$ cat config.mk
export PLATFORM = sky130hd
export DESIGN_NAME = nmea_gga_zda_sentence_parser
export DESIGN_NICKNAME = d
export VERILOG_FILES = /design/src/sv/nggz_pkg.sv /design/src/sv/nggz_fifo.sv /design/src/sv/nggz_front.sv /design/src/sv/nggz_back.sv /design/src/sv/nmea_gga_zda_sentence_parser.sv
export SDC_FILE = /design/constraint.sdc
export NUM_CORES = 2
export LEC_CHECK = 0
export BUFFER_PORTS_ARGS = -buffer_cell sky130_fd_sc_hd__buf_2
export CORE_AREA = 2 2 267 269
export CTS_CLUSTER_SIZE = 20
export DETAILED_ROUTE_END_ITERATION = 10
export DIE_AREA = 0 0 269 271
export PLACE_DENSITY = 0.82
export SETUP_SLACK_MARGIN = 0.2
export SYNTH_ARGS = -nofsm -noshare
export SYNTH_HDL_FRONTEND = slang
export SYNTH_HIERARCHICAL = 1
export SYNTH_SLANG_ARGS = --single-unit
$ cat constraint.sdc
create_clock -name clk_i -period 8.8 [get_ports clk_i]
set_input_delay 0.44 -clock clk_i [delete_from_list [all_inputs] [get_ports clk_i]]
set_output_delay 0.44 -clock clk_i [all_outputs]
set_load 0.01 [all_outputs]
$ cat src/sv/nggz_pkg.sv
`timescale 1ns / 1ps
// ----------------------------------------------------------------------------
// nggz_pkg
// shared types and constants of the gga / zda sentence parser
// ----------------------------------------------------------------------------
package nggz_pkg;

  // ascii codes
  localparam logic [7:0] CH_DOLLAR = 8'h24;
  localparam logic [7:0] CH_COMMA  = 8'h2C;
  localparam logic [7:0] CH_STAR   = 8'h2A;
  localparam logic [7:0] CH_CR     = 8'h0D;
  localparam logic [7:0] CH_LF     = 8'h0A;
  localparam logic [7:0] CH_DOT    = 8'h2E;
  localparam logic [7:0] CH_MINUS  = 8'h2D;
  localparam logic [7:0] CH_PLUS   = 8'h2B;
  localparam logic [7:0] CH_ZERO   = 8'h30;
  localparam logic [7:0] CH_NINE   = 8'h39;
  localparam logic [7:0] CH_A      = 8'h41;
  localparam logic [7:0] CH_D      = 8'h44;
  localparam logic [7:0] CH_E      = 8'h45;
  localparam logic [7:0] CH_G      = 8'h47;
  localparam logic [7:0] CH_N      = 8'h4E;
  localparam logic [7:0] CH_S      = 8'h53;
  localparam logic [7:0] CH_W      = 8'h57;
  localparam logic [7:0] CH_Z      = 8'h5A;

  localparam int unsigned TOK_DEPTH_DEF = 2;
  localparam int unsigned RES_DEPTH_DEF = 2;

  typedef enum logic [2:0] {
    CLS_OTHER,
    CLS_DOLLAR,
    CLS_COMMA,
    CLS_END,
    CLS_DIGIT,
    CLS_DOT,
    CLS_MINUS,
    CLS_PLUS
  } cls_e;

  typedef struct packed {
    cls_e       cls;
    logic [7:0] ch;
  } tok_t;

  typedef struct packed {
    logic               sentence_type;
    logic [6:0]         hour;
    logic [6:0]         minute;
    logic [16:0]        millis;
    logic signed [26:0] latitude;
    logic signed [30:0] longitude;
    logic [6:0]         satellites;
    logic signed [20:0] altitude_dm;
    logic [6:0]         day;
    logic [6:0]         month;
    logic [13:0]        year;
  } res_t;

endpackage

$ cat src/sv/nggz_fifo.sv
`timescale 1ns / 1ps
// ----------------------------------------------------------------------------
// nggz_fifo
// small register queue, one write and one read port
// ----------------------------------------------------------------------------
module nggz_fifo #(
  parameter int unsigned WIDTH = 8,
  parameter int unsigned DEPTH = 2
) (
  input  logic             clk_i,
  input  logic             rst_ni,
  input  logic             push_i,
  input  logic [WIDTH-1:0] wdata_i,
  input  logic             pop_i,
  output logic [WIDTH-1:0] rdata_o,
  output logic             full_o,
  output logic             empty_o
);

  localparam int unsigned PW = (DEPTH > 1) ? $clog2(DEPTH) : 1;
  localparam int unsigned CW = $clog2(DEPTH + 1);
  localparam logic [PW-1:0] LAST = PW'(DEPTH - 1);
  localparam logic [CW-1:0] FULL_CNT = CW'(DEPTH);

  logic [WIDTH-1:0] mem_q [DEPTH];
  logic [PW-1:0]    wr_ptr_q, rd_ptr_q;
  logic [CW-1:0]    cnt_q;
  logic             do_push, do_pop;

  assign full_o  = (cnt_q == FULL_CNT);
  assign empty_o = (cnt_q == '0);
  assign do_push = push_i && !full_o;
  assign do_pop  = pop_i && !empty_o;
  assign rdata_o = mem_q[rd_ptr_q];

  always_ff @(posedge clk_i or negedge rst_ni) begin
    if (!rst_ni) begin
      wr_ptr_q <= '0;
      rd_ptr_q <= '0;
      cnt_q    <= '0;
    end else begin
      if (do_push) begin
        wr_ptr_q <= (wr_ptr_q == LAST) ? '0 : wr_ptr_q + PW'(1);
      end
      if (do_pop) begin
        rd_ptr_q <= (rd_ptr_q == LAST) ? '0 : rd_ptr_q + PW'(1);
      end
      if (do_push && !do_pop) begin
        cnt_q <= cnt_q + CW'(1);
      end else if (do_pop && !do_push) begin
        cnt_q <= cnt_q - CW'(1);
      end
    end
  end

  always_ff @(posedge clk_i) begin
    if (do_push) begin
      mem_q[wr_ptr_q] <= wdata_i;
    end
  end

  a_cnt_bound: assert property (@(posedge clk_i) disable iff (!rst_ni)
    cnt_q <= FULL_CNT)
    else $error("queue count above depth");

  a_pop_dec: assert property (@(posedge clk_i) disable iff (!rst_ni)
    (do_pop && !do_push) |=> (cnt_q == $past(cnt_q) - CW'(1)))
    else $error("pop did not lower count");

  a_ptr_gap: assert property (@(posedge clk_i) disable iff (!rst_ni)
    (cnt_q == '0) |-> (wr_ptr_q == rd_ptr_q))
    else $error("empty queue with pointers apart");

endmodule

$ cat src/sv/nggz_front.sv
`timescale 1ns / 1ps
// ----------------------------------------------------------------------------
// nggz_front
// character classifier ahead of the token queue
// ----------------------------------------------------------------------------
module nggz_front
  import nggz_pkg::*;
(
  input  logic [7:0] char_byte_i,
  output tok_t       tok_o
);

  cls_e cls;

  always_comb begin
    unique case (char_byte_i) inside
      CH_DOLLAR:              cls = CLS_DOLLAR;
      CH_COMMA:               cls = CLS_COMMA;
      CH_STAR, CH_CR, CH_LF:  cls = CLS_END;
      [CH_ZERO:CH_NINE]:      cls = CLS_DIGIT;
      CH_DOT:                 cls = CLS_DOT;
      CH_MINUS:               cls = CLS_MINUS;
      CH_PLUS:                cls = CLS_PLUS;
      default:                cls = CLS_OTHER;
    endcase
  end

  assign tok_o.cls = cls;
  assign tok_o.ch  = char_byte_i;

endmodule

$ cat src/sv/nggz_back.sv
`timescale 1ns / 1ps
// ----------------------------------------------------------------------------
// nggz_back
// sentence parser: header match, field split, fixed point conversion
// ----------------------------------------------------------------------------
module nggz_back
  import nggz_pkg::*;
(
  input  logic clk_i,
  input  logic rst_ni,
  input  logic tok_valid_i,
  input  tok_t tok_i,
  output logic res_push_o,
  output res_t res_o
);

  typedef enum logic [1:0] {
    KIND_NONE,
    KIND_GGA,
    KIND_ZDA
  } kind_e;

  typedef struct packed {
    logic       valid;
    logic [2:0] wa;
    logic [2:0] wb;
    logic [2:0] wc;
    logic [2:0] fm;
    logic       dot;
  } spec_t;

  localparam logic [2:0] HDR_IDLE = 3'd0;
  localparam logic [2:0] HDR_LAST = 3'd6;
  localparam logic [2:0] HDR_BODY = 3'd7;
  localparam logic [19:0] ALT_SAT = 20'd999999;
  localparam logic [16:0] ACC_SAT = 17'd100000;

  function automatic spec_t field_spec(kind_e k, logic [3:0] fn);
    spec_t s;
    s = '0;
    if (k == KIND_GGA) begin
      case (fn)
        4'd0:    s = '{1'b1, 3'd2, 3'd2, 3'd2, 3'd3, 1'b1};
        4'd1:    s = '{1'b1, 3'd2, 3'd2, 3'd0, 3'd4, 1'b1};
        4'd3:    s = '{1'b1, 3'd3, 3'd2, 3'd0, 3'd4, 1'b1};
        4'd6:    s = '{1'b1, 3'd2, 3'd0, 3'd0, 3'd0, 1'b0};
        default: s = '0;
      endcase
    end else if (k == KIND_ZDA) begin
      if (fn == 4'd1 || fn == 4'd2) s = '{1'b1, 3'd2, 3'd0, 3'd0, 3'd0, 1'b0};
      else if (fn == 4'd3)          s = '{1'b1, 3'd4, 3'd0, 3'd0, 3'd0, 1'b0};
    end
    return s;
  endfunction

  // control
  logic [2:0]  hp_q, hp_d;
  kind_e       kind_q, kind_d;
  logic [3:0]  fn_q, fn_d;
  logic        fail_q, fail_d;
  // field scanner
  logic [2:0]  dp_q, dp_d;
  logic [16:0] acc_q, acc_d;
  logic [6:0]  acc2_q, acc2_d;
  logic [6:0]  acc3_q, acc3_d;
  logic [15:0] dm_q, dm_d;       // degrees*60 + minutes, kept as digits arrive
  logic [13:0] frac_q, frac_d;   // fraction already scaled to its digit count
  logic [2:0]  fcnt_q, fcnt_d;
  logic [1:0]  chars_q, chars_d;
  logic [7:0]  first_q, first_d;
  logic        dot_q, dot_d, stop_q, stop_d, neg_q, neg_d;
  // held values
  logic [6:0]         hour_q, hour_d, min_q, min_d, sats_q, sats_d;
  logic [16:0]        millis_q, millis_d;
  logic signed [26:0] lat_q, lat_d;
  logic signed [30:0] lon_q, lon_d;
  logic signed [20:0] alt_q, alt_d;
  logic [6:0]         day_q, day_d, mon_q, mon_d;
  logic [13:0]        year_q, year_d;

  // commit view of held values
  logic [6:0]         c_hour, c_min, c_sats, c_day, c_mon;
  logic [16:0]        c_millis;
  logic signed [26:0] c_lat;
  logic signed [30:0] c_lon;
  logic signed [20:0] c_alt;
  logic [13:0]        c_year;
  logic               c_fail;
  logic [30:0]        ang_mag;
  logic [20:0]        alt_raw;
  logic [19:0]        alt_mag;

  // feed view of scanner
  logic [2:0]  f_dp, f_fcnt;
  logic [16:0] f_acc;
  logic [6:0]  f_acc2, f_acc3;
  logic [15:0] f_dm;
  logic [13:0] f_frac, frac_add;
  logic [1:0]  f_chars;
  logic [7:0]  f_first;
  logic        f_dot, f_stop, f_neg;
  logic [3:0]  dig;
  logic [1:0]  fexp;
  spec_t       sp;
  logic        hdr_match, ok;

  assign dig = tok_i.ch[3:0];
  assign sp  = field_spec(kind_q, fn_q);
  assign fexp = 2'(sp.fm - 3'd1 - fcnt_q);

  always_comb begin
    case (fexp)
      2'd0:    frac_add = 14'(dig);
      2'd1:    frac_add = 14'(dig) * 14'd10;
      2'd2:    frac_add = 14'(dig) * 14'd100;
      default: frac_add = 14'(dig) * 14'd1000;
    endcase
  end

  // commit of the field that a comma or the sentence end closes
  always_comb begin
    c_hour = hour_q; c_min = min_q; c_millis = millis_q; c_lat = lat_q;
    c_lon = lon_q; c_sats = sats_q; c_alt = alt_q; c_day = day_q;
    c_mon = mon_q; c_year = year_q; c_fail = fail_q;
    ang_mag = 31'(dm_q) * 31'd10000 + 31'(frac_q);
    alt_raw = 21'(acc_q) * 21'd10 + 21'(frac_q[3:0]);
    alt_mag = (alt_raw > 21'(ALT_SAT)) ? ALT_SAT : alt_raw[19:0];
    if (kind_q == KIND_GGA) begin
      case (fn_q)
        4'd0: begin
          c_hour   = acc_q[6:0];
          c_min    = acc2_q;
          c_millis = 17'(acc3_q) * 17'd1000 + 17'(frac_q);
        end
        4'd1: c_lat = ang_mag[26:0];
        4'd2: begin
          if (first_q == CH_S)      c_lat = -lat_q;
          else if (first_q != CH_N) c_fail = 1'b1;
        end
        4'd3: c_lon = ang_mag;
        4'd4: begin
          if (first_q == CH_W)      c_lon = -lon_q;
          else if (first_q != CH_E) c_fail = 1'b1;
        end
        4'd6: c_sats = acc_q[6:0];
        4'd8: c_alt = neg_q ? -$signed({1'b0, alt_mag}) : $signed({1'b0, alt_mag});
        default: ;
      endcase
    end else if (kind_q == KIND_ZDA && fn_q <= 4'd3) begin
      if (chars_q == 2'd0) c_fail = 1'b1;
      if (fn_q == 4'd1)      c_day  = acc_q[6:0];
      else if (fn_q == 4'd2) c_mon  = acc_q[6:0];
      else if (fn_q == 4'd3) c_year = acc_q[13:0];
    end
  end

  // one character into the open field
  always_comb begin
    f_dp = dp_q; f_acc = acc_q; f_acc2 = acc2_q; f_acc3 = acc3_q; f_dm = dm_q;
    f_frac = frac_q; f_fcnt = fcnt_q; f_dot = dot_q; f_stop = stop_q; f_neg = neg_q;
    f_first = (chars_q == 2'd0) ? tok_i.ch : first_q;
    f_chars = (chars_q == 2'd3) ? chars_q : chars_q + 2'd1;
    if (!stop_q) begin
      if (kind_q == KIND_GGA && fn_q == 4'd8) begin
        // altitude: optional sign, saturating integer, one fraction digit
        if (tok_i.cls == CLS_DIGIT) begin
          if (dot_q) begin
            if (fcnt_q == 3'd0) begin
              f_frac = 14'(dig);
              f_fcnt = 3'd1;
            end
          end else begin
            f_acc = (acc_q >= 17'd10000) ? ACC_SAT : 17'(acc_q * 17'd10 + 17'(dig));
            if (f_acc > ACC_SAT) f_acc = ACC_SAT;
          end
        end else if ((tok_i.cls == CLS_MINUS || tok_i.cls == CLS_PLUS) && chars_q == 2'd0) begin
          f_neg = (tok_i.cls == CLS_MINUS);
        end else if (tok_i.cls == CLS_DOT && !dot_q) begin
          f_dot = 1'b1;
        end else begin
          f_stop = 1'b1;
        end
      end else if (sp.valid) begin
        if (tok_i.cls == CLS_DIGIT) begin
          if (dot_q) begin
            if (fcnt_q < sp.fm) begin
              f_frac = frac_q + frac_add;
              f_fcnt = fcnt_q + 3'd1;
            end
          end else if (4'(dp_q) < 4'(sp.wa)) begin
            f_acc = 17'(acc_q * 17'd10 + 17'(dig));
            f_dm  = 16'(dm_q * 16'd10 + 16'(dig) * 16'd60);
            f_dp  = dp_q + 3'd1;
          end else if (4'(dp_q) < 4'(sp.wa) + 4'(sp.wb)) begin
            f_acc2 = 7'(acc2_q * 7'd10 + 7'(dig));
            f_dm   = 16'(dm_q + 16'(acc2_q) * 16'd9 + 16'(dig));
            f_dp   = dp_q + 3'd1;
          end else if (4'(dp_q) < 4'(sp.wa) + 4'(sp.wb) + 4'(sp.wc)) begin
            f_acc3 = 7'(acc3_q * 7'd10 + 7'(dig));
            f_dp   = dp_q + 3'd1;
          end else begin
            f_stop = 1'b1;
          end
        end else if (tok_i.cls == CLS_DOT && sp.dot && !dot_q) begin
          f_dot = 1'b1;
        end else begin
          f_stop = 1'b1;
        end
      end
    end
  end

  always_comb begin
    unique case (hp_q)
      3'd1:    hdr_match = (tok_i.ch == CH_G);
      3'd2:    hdr_match = (tok_i.ch == CH_N);
      3'd3:    hdr_match = (tok_i.ch == CH_G) || (tok_i.ch == CH_Z);
      3'd4:    hdr_match = (kind_q == KIND_GGA) ? (tok_i.ch == CH_G) : (tok_i.ch == CH_D);
      3'd5:    hdr_match = (tok_i.ch == CH_A);
      default: hdr_match = (tok_i.cls == CLS_COMMA);
    endcase
  end

  assign ok = !c_fail && ((kind_q == KIND_GGA) ? (fn_q >= 4'd8) : (fn_q >= 4'd3));

  always_comb begin
    hp_d = hp_q; kind_d = kind_q; fn_d = fn_q; fail_d = fail_q;
    dp_d = dp_q; acc_d = acc_q; acc2_d = acc2_q; acc3_d = acc3_q; dm_d = dm_q;
    frac_d = frac_q; fcnt_d = fcnt_q; chars_d = chars_q; first_d = first_q;
    dot_d = dot_q; stop_d = stop_q; neg_d = neg_q;
    hour_d = hour_q; min_d = min_q; millis_d = millis_q; lat_d = lat_q; lon_d = lon_q;
    sats_d = sats_q; alt_d = alt_q; day_d = day_q; mon_d = mon_q; year_d = year_q;
    res_push_o = 1'b0;
    res_o = '0;
    if (tok_valid_i) begin
      if (tok_i.cls == CLS_DOLLAR) begin
        hp_d   = 3'd1;
        kind_d = KIND_NONE;
      end else if (hp_q == HDR_IDLE) begin
        hp_d = hp_q;
      end else if (hp_q != HDR_BODY) begin
        if (!hdr_match) begin
          hp_d   = HDR_IDLE;
          kind_d = KIND_NONE;
        end else begin
          hp_d = hp_q + 3'd1;
          if (hp_q == 3'd3) kind_d = (tok_i.ch == CH_G) ? KIND_GGA : KIND_ZDA;
          if (hp_q == HDR_LAST) begin
            // header complete: fresh sentence
            fn_d = '0; fail_d = 1'b0;
            dp_d = '0; acc_d = '0; acc2_d = '0; acc3_d = '0; dm_d = '0; frac_d = '0;
            fcnt_d = '0; chars_d = '0; first_d = '0; dot_d = 1'b0; stop_d = 1'b0;
            neg_d = 1'b0;
            hour_d = '0; min_d = '0; millis_d = '0; lat_d = '0; lon_d = '0;
            sats_d = '0; alt_d = '0; day_d = '0; mon_d = '0; year_d = '0;
          end
        end
      end else if (tok_i.cls == CLS_COMMA || tok_i.cls == CLS_END) begin
        hour_d = c_hour; min_d = c_min; millis_d = c_millis; lat_d = c_lat;
        lon_d = c_lon; sats_d = c_sats; alt_d = c_alt; day_d = c_day;
        mon_d = c_mon; year_d = c_year; fail_d = c_fail;
        if (tok_i.cls == CLS_COMMA) begin
          if (fn_q != 4'd15) fn_d = fn_q + 4'd1;
          dp_d = '0; acc_d = '0; acc2_d = '0; acc3_d = '0; dm_d = '0; frac_d = '0;
          fcnt_d = '0; chars_d = '0; first_d = '0; dot_d = 1'b0; stop_d = 1'b0;
          neg_d = 1'b0;
        end else begin
          hp_d   = HDR_IDLE;
          kind_d = KIND_NONE;
          if (ok) begin
            res_push_o = 1'b1;
            if (kind_q == KIND_GGA) begin
              res_o.hour        = c_hour;
              res_o.minute      = c_min;
              res_o.millis      = c_millis;
              res_o.latitude    = c_lat;
              res_o.longitude   = c_lon;
              res_o.satellites  = c_sats;
              res_o.altitude_dm = c_alt;
            end else begin
              res_o.sentence_type = 1'b1;
              res_o.day   = c_day;
              res_o.month = c_mon;
              res_o.year  = c_year;
            end
          end
        end
      end else begin
        dp_d = f_dp; acc_d = f_acc; acc2_d = f_acc2; acc3_d = f_acc3; dm_d = f_dm;
        frac_d = f_frac; fcnt_d = f_fcnt; chars_d = f_chars; first_d = f_first;
        dot_d = f_dot; stop_d = f_stop; neg_d = f_neg;
      end
    end
  end

  always_ff @(posedge clk_i or negedge rst_ni) begin
    if (!rst_ni) begin
      hp_q <= HDR_IDLE; kind_q <= KIND_NONE; fn_q <= '0; fail_q <= 1'b0;
      dp_q <= '0; acc_q <= '0; acc2_q <= '0; acc3_q <= '0; dm_q <= '0; frac_q <= '0;
      fcnt_q <= '0; chars_q <= '0; first_q <= '0; dot_q <= 1'b0; stop_q <= 1'b0;
      neg_q <= 1'b0;
      hour_q <= '0; min_q <= '0; millis_q <= '0; lat_q <= '0; lon_q <= '0;
      sats_q <= '0; alt_q <= '0; day_q <= '0; mon_q <= '0; year_q <= '0;
    end else begin
      hp_q <= hp_d; kind_q <= kind_d; fn_q <= fn_d; fail_q <= fail_d;
      dp_q <= dp_d; acc_q <= acc_d; acc2_q <= acc2_d; acc3_q <= acc3_d; dm_q <= dm_d;
      frac_q <= frac_d; fcnt_q <= fcnt_d; chars_q <= chars_d; first_q <= first_d;
      dot_q <= dot_d; stop_q <= stop_d; neg_q <= neg_d;
      hour_q <= hour_d; min_q <= min_d; millis_q <= millis_d; lat_q <= lat_d;
      lon_q <= lon_d; sats_q <= sats_d; alt_q <= alt_d; day_q <= day_d;
      mon_q <= mon_d; year_q <= year_d;
    end
  end

endmodule

$ cat src/sv/nmea_gga_zda_sentence_parser.sv
`timescale 1ns / 1ps
// ----------------------------------------------------------------------------
// nmea_gga_zda_sentence_parser
// byte stream parser for gga position and zda date sentences
// ----------------------------------------------------------------------------
// channel   direction  handshake        payload
// input     in         push / full      char_byte_i
// result    out        pop / empty      sentence_type_o .. year_o
//
// one character per cycle sustained unless the result queue is full; a result
// is pushed once its closing '*', cr or lf is popped (classify, queue, parse)
// the parser loop itself is a combinational update of the scanner registers
// reset clears all state but the queue storage at once, no clearing pass
// a stalled result side fills the result queue, then the token queue, then
// raises full
// ----------------------------------------------------------------------------
module nmea_gga_zda_sentence_parser
  import nggz_pkg::*;
#(
  parameter int unsigned TOK_DEPTH = TOK_DEPTH_DEF,
  parameter int unsigned RES_DEPTH = RES_DEPTH_DEF
) (
  input  logic               clk_i,
  input  logic               rst_ni,
  input  logic               push,
  output logic               full,
  input  logic [7:0]         char_byte_i,
  output logic               empty,
  input  logic               pop,
  output logic               sentence_type_o,
  output logic [6:0]         hour_o,
  output logic [6:0]         minute_o,
  output logic [16:0]        millis_o,
  output logic signed [26:0] latitude_o,
  output logic signed [30:0] longitude_o,
  output logic [6:0]         satellites_o,
  output logic signed [20:0] altitude_dm_o,
  output logic [6:0]         day_o,
  output logic [6:0]         month_o,
  output logic [13:0]        year_o
);

  tok_t tok_in, tok_out;
  res_t res_in, res_out;
  logic tok_empty, tok_pop;
  logic res_full, res_push;

  // front: classify the incoming character
  nggz_front u_front (
    .char_byte_i (char_byte_i),
    .tok_o       (tok_in)
  );

  // token queue between classifier and parser
  nggz_fifo #(
    .WIDTH ($bits(tok_t)),
    .DEPTH (TOK_DEPTH)
  ) u_tok_fifo (
    .clk_i   (clk_i),
    .rst_ni  (rst_ni),
    .push_i  (push),
    .wdata_i (tok_in),
    .pop_i   (tok_pop),
    .rdata_o (tok_out),
    .full_o  (full),
    .empty_o (tok_empty)
  );

  // parser takes a token only when a result slot is free
  assign tok_pop = !tok_empty && !res_full;

  nggz_back u_back (
    .clk_i       (clk_i),
    .rst_ni      (rst_ni),
    .tok_valid_i (tok_pop),
    .tok_i       (tok_out),
    .res_push_o  (res_push),
    .res_o       (res_in)
  );

  // result queue decouples the parser from the consumer
  nggz_fifo #(
    .WIDTH ($bits(res_t)),
    .DEPTH (RES_DEPTH)
  ) u_res_fifo (
    .clk_i   (clk_i),
    .rst_ni  (rst_ni),
    .push_i  (res_push),
    .wdata_i (res_in),
    .pop_i   (pop),
    .rdata_o (res_out),
    .full_o  (res_full),
    .empty_o (empty)
  );

  assign sentence_type_o = res_out.sentence_type;
  assign hour_o          = res_out.hour;
  assign minute_o        = res_out.minute;
  assign millis_o        = res_out.millis;
  assign latitude_o      = res_out.latitude;
  assign longitude_o     = res_out.longitude;
  assign satellites_o    = res_out.satellites;
  assign altitude_dm_o   = res_out.altitude_dm;
  assign day_o           = res_out.day;
  assign month_o         = res_out.month;
  assign year_o          = res_out.year;

endmodule
==> results by group <==
Outcome
  – Outcome: complete, no violations

Layout
  – Non-filler instance count after layout: 4,933
  – Number of nets in the layout: between 4,000 and 5,000
  – Ratio of cells with drive above 1 in the final layout: ~13%
  – Layout area overhead: 8.87%

Floorplanning
  – Starting density of the core: approximately 55%
  – Boundary Pins: 160
  – Die X-Extent: approximately 270 microns
  – Die area: 72,900 sq um
  – Area of the core: approximately 70,000 sq um
  – Site row count: between 90 and 100
  – Die Y: between 200 and 300 microns

Setup path
  – Number of cells traversed by the worst register-to-register path: 25
  – Startpoint-to-endpoint class of the critical path: register to register
  – Dominant delay contributor by cell family on the critical path: simple AND/OR/NAND/NOR gates
  – Maximum cell stage delay along the critical path: around 0.60 ns
  – Buffers and inverters on the worst path: 1
  – Worst Setup End Kind: register
  – Minimum setup slack among reg-to-reg paths: between 1 and 1.5 ns
  – Master of the slowest instance on the critical path: sky130_fd_sc_hd__dfrtp_1
  – Crit start category: register
  – Arrival time of data at the critical path endpoint: 7.67 ns
  – Critical-path maximum fanout: 16
  – Worst r2r dst: u_res_fifo/mem_q[1][46]$_DFFE_PP_
  – Worst path required time: 9.14 ns
  – Critical register-to-register path startpoint: u_back/acc_q[1]$_DFFE_PN0P_

Yosys
  – Number of flops mapped to enable cells by yosys: about 310
  – Number of warning messages in the yosys log: 6
  – Leading register cell type out of synthesis: sky130_fd_sc_hd__edfxtp_1
  – Post-synthesis instance area: about 38,000 sq um
  – Synth unique cells: about 110
  – Cell type with the highest aggregate area in the netlist: sky130_fd_sc_hd__edfxtp_1
  – Seq/Total Area, Yosys: 40.6%
  – Synth Area per Inst: approximately 9.9 sq um
  – Post-synthesis sequential element count: between 500 and 600
  – Instance count of the mapped netlist: around 3,900
  – Async set-reset flop share out of synthesis: between 40% and 50%
  – Top-area cell type share of the netlist area: approximately a quarter
  – Synth top area cells: sky130_fd_sc_hd__edfxtp_1 25%, sky130_fd_sc_hd__dfrtp_1 16%, sky130_fd_sc_hd__ha_1 10%
  – Synthesized netlist net count: between 4,000 and 5,000

Min path
  – Type of the tightest min-delay check: input pin to register
  – WHS Path Cells: 1
  – Hold path start: char_byte_i[7]
  – End point of the worst hold path: u_tok_fifo/mem_q[1][7]$_DFFE_PP_

STA
  – Final number of hold-violating endpoints: 0
  – Final Max Tran Viols: 0
  – Final worst slack: 1.46 ns
  – Fmax: 136 MHz
  – Fraction of the cycle the final worst path needs: 83.4%
  – Minimum clock period after layout: 7.34 ns
  – Sum of negative setup slack: 0 ns
  – Worst hold margin: about 0.051 ns
  – Final number of setup-violating endpoints: 0
  – RSZ-0062 raised after global routing: no
  – Worst rel slew slack: between 20% and 30%
  – Slew at the pin closest to its max-slew limit: approximately 1.2 ns
  – Clock skew: roughly 0.027 ns

Route
  – Mean routed wirelength per cell: around 20 microns
  – Detailed-route via count: just over 30,000
  – Number of routed nets with antenna violations: 0
  – Ratio of routed vias to standard cells: a little over 6
  – Drt total wl: 99,900 microns
  – Violation count after the first detailed-routing iteration: 3,366
  – Remaining design rule violation count: 0
  – Router iterations before antenna repair: 6

CTS
  – Post-CTS Setup Bufs: 0
  – CTS Sinks: approximately 560
  – Clock-pin slew on the worst setup and hold paths: around 0.060 ns
  – Insertion delay to the later sink of the worst-skew pair: 0.63 ns
  – TritonCTS clock tree: yes
  – CTS H-tree lvls: 2
  – Clock Tree Root: sky130_fd_sc_hd__clkbuf_16
  – Number of buffers created by CTS: 57
  – Clock tree buffer depth: 3

Global routing
  – Maximum number of pins on one net before global-route repair: 137
  – Global-route usage over all layers: 27.0%
  – Total grt overflow: 0
  – Global-route wire length before repair: around 160,000 microns
  – Antenna violations before repair: 2
  – Via count of the first global-routing pass: between 20,000 and 30,000

Placement
  – Pre-CTS worst setup slack: 1.64 ns
  – Weighted congestion at the end of routability-driven global placement: 0.944
  – Placed Cells: between 4,000 and 5,000
  – Total half-perimeter wirelength after legalization and detailed placement: 70,300 microns
  – Port buffer count: approximately 160

Pwr
  – Peak supply drop: 0.231 mV
  – Overall power: 7.29 mW
  – Leak: between 15 and 20 nW
  – Power density relative to cell area: between 150 and 200 nW/um^2

Flow run
  – Number of max-cap violations: 0
## per-stage QoR
step / util (%) / cell area (sq um)
final: 59.6 / 41600
after global routing: 59.6 / 41600
after CTS: 59.6 / 41600
after detailed placement: 56.8 / 39700
after global placement: 56.8 / 39700
after floorplan: - / 38200
## Yosys cell counts (11+ instances only)
cell                         n
sky130_fd_sc_hd__xnor2_1   129
sky130_fd_sc_hd__a21o_1     50
sky130_fd_sc_hd__o21a_1     21
sky130_fd_sc_hd__buf_6      17
sky130_fd_sc_hd__clkbuf_1  135
sky130_fd_sc_hd__o21bai_1   21
sky130_fd_sc_hd__o32ai_1    14
sky130_fd_sc_hd__ha_1      313
sky130_fd_sc_hd__mux2_2    150
sky130_fd_sc_hd__a21boi_0   50
sky130_fd_sc_hd__a21oi_1   259
sky130_fd_sc_hd__and3_1     14
sky130_fd_sc_hd__mux2_1     11
sky130_fd_sc_hd__nor4_1     16
sky130_fd_sc_hd__edfxtp_1  314
sky130_fd_sc_hd__xor2_1     58
sky130_fd_sc_hd__mux2i_1    19
sky130_fd_sc_hd__nand3_1    49
sky130_fd_sc_hd__or3_1      30
sky130_fd_sc_hd__inv_1     268
sky130_fd_sc_hd__a31oi_1    18
sky130_fd_sc_hd__nor3_1     61
sky130_fd_sc_hd__nand2_1   496
sky130_fd_sc_hd__nand4_1    20
sky130_fd_sc_hd__nor2_1    246
sky130_fd_sc_hd__nand2b_1   26
sky130_fd_sc_hd__buf_4      12
sky130_fd_sc_hd__nor2b_1    35
sky130_fd_sc_hd__o211ai_1   16
sky130_fd_sc_hd__o221ai_1   12
sky130_fd_sc_hd__buf_1      12
sky130_fd_sc_hd__and2_1     24
sky130_fd_sc_hd__o22ai_1    24
sky130_fd_sc_hd__fa_1       87
sky130_fd_sc_hd__a22oi_1    19
sky130_fd_sc_hd__a211oi_1   17
sky130_fd_sc_hd__o31ai_1    41
sky130_fd_sc_hd__a22o_1     32
sky130_fd_sc_hd__dfrtp_1   243
sky130_fd_sc_hd__o21ai_0   298
## report_power, final
part | internal (mW) | switching, mW | total, mW
registers | 2.78 | 0.0262 | 2.81
clock network | 1.41 | 1.06 | 2.48
logic | 0.833 | 1.18 | 2.01
total | 5.02 | 2.27 | 7.29
## cell usage in the layout (no fill, tap or decap), types with 87 or more instances in the layout
master and count:
sky130_fd_sc_hd__o21ai_0 297, sky130_fd_sc_hd__nand2_1 495, sky130_fd_sc_hd__buf_2 158, sky130_fd_sc_hd__edfxtp_1 314
sky130_fd_sc_hd__fa_1 87, sky130_fd_sc_hd__ha_1 312, sky130_fd_sc_hd__dfrtp_1 242, sky130_fd_sc_hd__xnor2_1 129
sky130_fd_sc_hd__inv_1 267, sky130_fd_sc_hd__a21oi_1 259, sky130_fd_sc_hd__nor2_1 244, sky130_fd_sc_hd__mux2_2 150
## cells by family after synthesis
kind of cell | count (synthesis) | share of synthesized area (%)
compound gates | 1001 | 16.6
xor+xnor | 194 | 4.66
fa+ha+maj | 401 | 14.8
buf+inv | 457 | 4.98
flops | 557 | 40.6
mux | 181 | 5.31
simple gates | 1082 | 13.0
## area by class of cell
class / count / area [sq um]
inverter: 270 / 1010
antenna: 1 / 2.50
clock buffer: 66 / 1470
timing repair buffer: 199 / 1130
tap: 940 / 1180
fill: 5517 / 28200
sequential: 557 / 15500
clock inverter: 41 / 435
multi-input combinational: 2859 / 20800
## how the worst max path moves through the flow
stage / slack (ns) / end / depth (start not counted) / start
2_1_floorplan: 2.35 / u_res_fifo/mem_q[0][0]$_DFFE_PP_ / 10 / u_tok_fifo/rd_ptr_q$_DFFE_PN0P_
3_3_place_gp: 1.85 / u_res_fifo/mem_q[0][46]$_DFFE_PP_ / 25 / u_back/acc_q[1]$_DFFE_PN0P_
4_1_cts: 1.59 / u_res_fifo/mem_q[1][46]$_DFFE_PP_ / 25 / u_back/acc_q[1]$_DFFE_PN0P_
5_1_grt: 0.96 / u_res_fifo/mem_q[1][46]$_DFFE_PP_ / 25 / u_back/acc_q[1]$_DFFE_PN0P_
6_report: 1.46 / u_res_fifo/mem_q[1][46]$_DFFE_PP_ / 25 / u_back/acc_q[1]$_DFFE_PN0P_
3_5_place_dp: 1.64 / u_res_fifo/mem_q[1][46]$_DFFE_PP_ / 25 / u_back/acc_q[1]$_DFFE_PN0P_
## registers in the layout (all words and copies together), names as in the netlist, 3 cells and up
name,count
u_back/acc2_q,7
u_back/lon_q,31
u_back/day_q,7
u_back/fcnt_q,3
u_back/alt_q,21
u_back/acc3_q,7
u_back/dp_q,3
u_res_fifo/mem_q,292
u_back/mon_q,7
u_back/acc_q,17
u_back/fn_q,4
u_back/lat_q,27
u_back/year_q,14
u_back/frac_q,14
u_back/hour_q,7
u_back/first_q,8
u_back/millis_q,17
u_back/hp_q,3
u_back/sats_q,7
u_tok_fifo/mem_q,22
u_back/min_q,7
u_back/dm_q,16
## layer usage
| layer | part of all wire (%) | GRT usage (%) | wire length [microns] |
|---|---|---|---|
| met1 | 42 | 38.4 | 42100 |
| met2 | 45 | 41.1 | 44700 |
| met3 | 9.7 | 5.56 | 9730 |
| met4 | 3.4 | 9.25 | 3440 |
| met5 | 0 | 0 | 0 |
## worst reg2reg max path, cell delays in order (launching register included)
cell and delay, ns:
sky130_fd_sc_hd__dfrtp_1 0.60, sky130_fd_sc_hd__ha_1 0.40, sky130_fd_sc_hd__ha_1 0.23, sky130_fd_sc_hd__inv_1 0.07, sky130_fd_sc_hd__fa_1 0.44, sky130_fd_sc_hd__nand2b_2 0.25
sky130_fd_sc_hd__a211oi_4 0.34, sky130_fd_sc_hd__o21a_4 0.24, sky130_fd_sc_hd__o311a_1 0.50, sky130_fd_sc_hd__and2_1 0.38, sky130_fd_sc_hd__nand2_2 0.10, sky130_fd_sc_hd__nor4_4 0.31
sky130_fd_sc_hd__xor2_2 0.30, sky130_fd_sc_hd__o31ai_2 0.26, sky130_fd_sc_hd__nor2_1 0.26, sky130_fd_sc_hd__ha_1 0.21, sky130_fd_sc_hd__nand3b_1 0.13, sky130_fd_sc_hd__or3_1 0.37
sky130_fd_sc_hd__nor2_1 0.24, sky130_fd_sc_hd__and4b_1 0.28, sky130_fd_sc_hd__nor2b_1 0.28, sky130_fd_sc_hd__nand3_1 0.17, sky130_fd_sc_hd__o2111ai_1 0.21, sky130_fd_sc_hd__nor3b_1 0.29
sky130_fd_sc_hd__o21a_1 0.15, sky130_fd_sc_hd__nor2_1 0.04
## repair_timing
item,in CTS,in global routing
endpoints found under the hold margin,107,0
hold buffers,1,0
gates resized for setup,0,0
No activity file was read; power rests on OpenSTA's default activity.
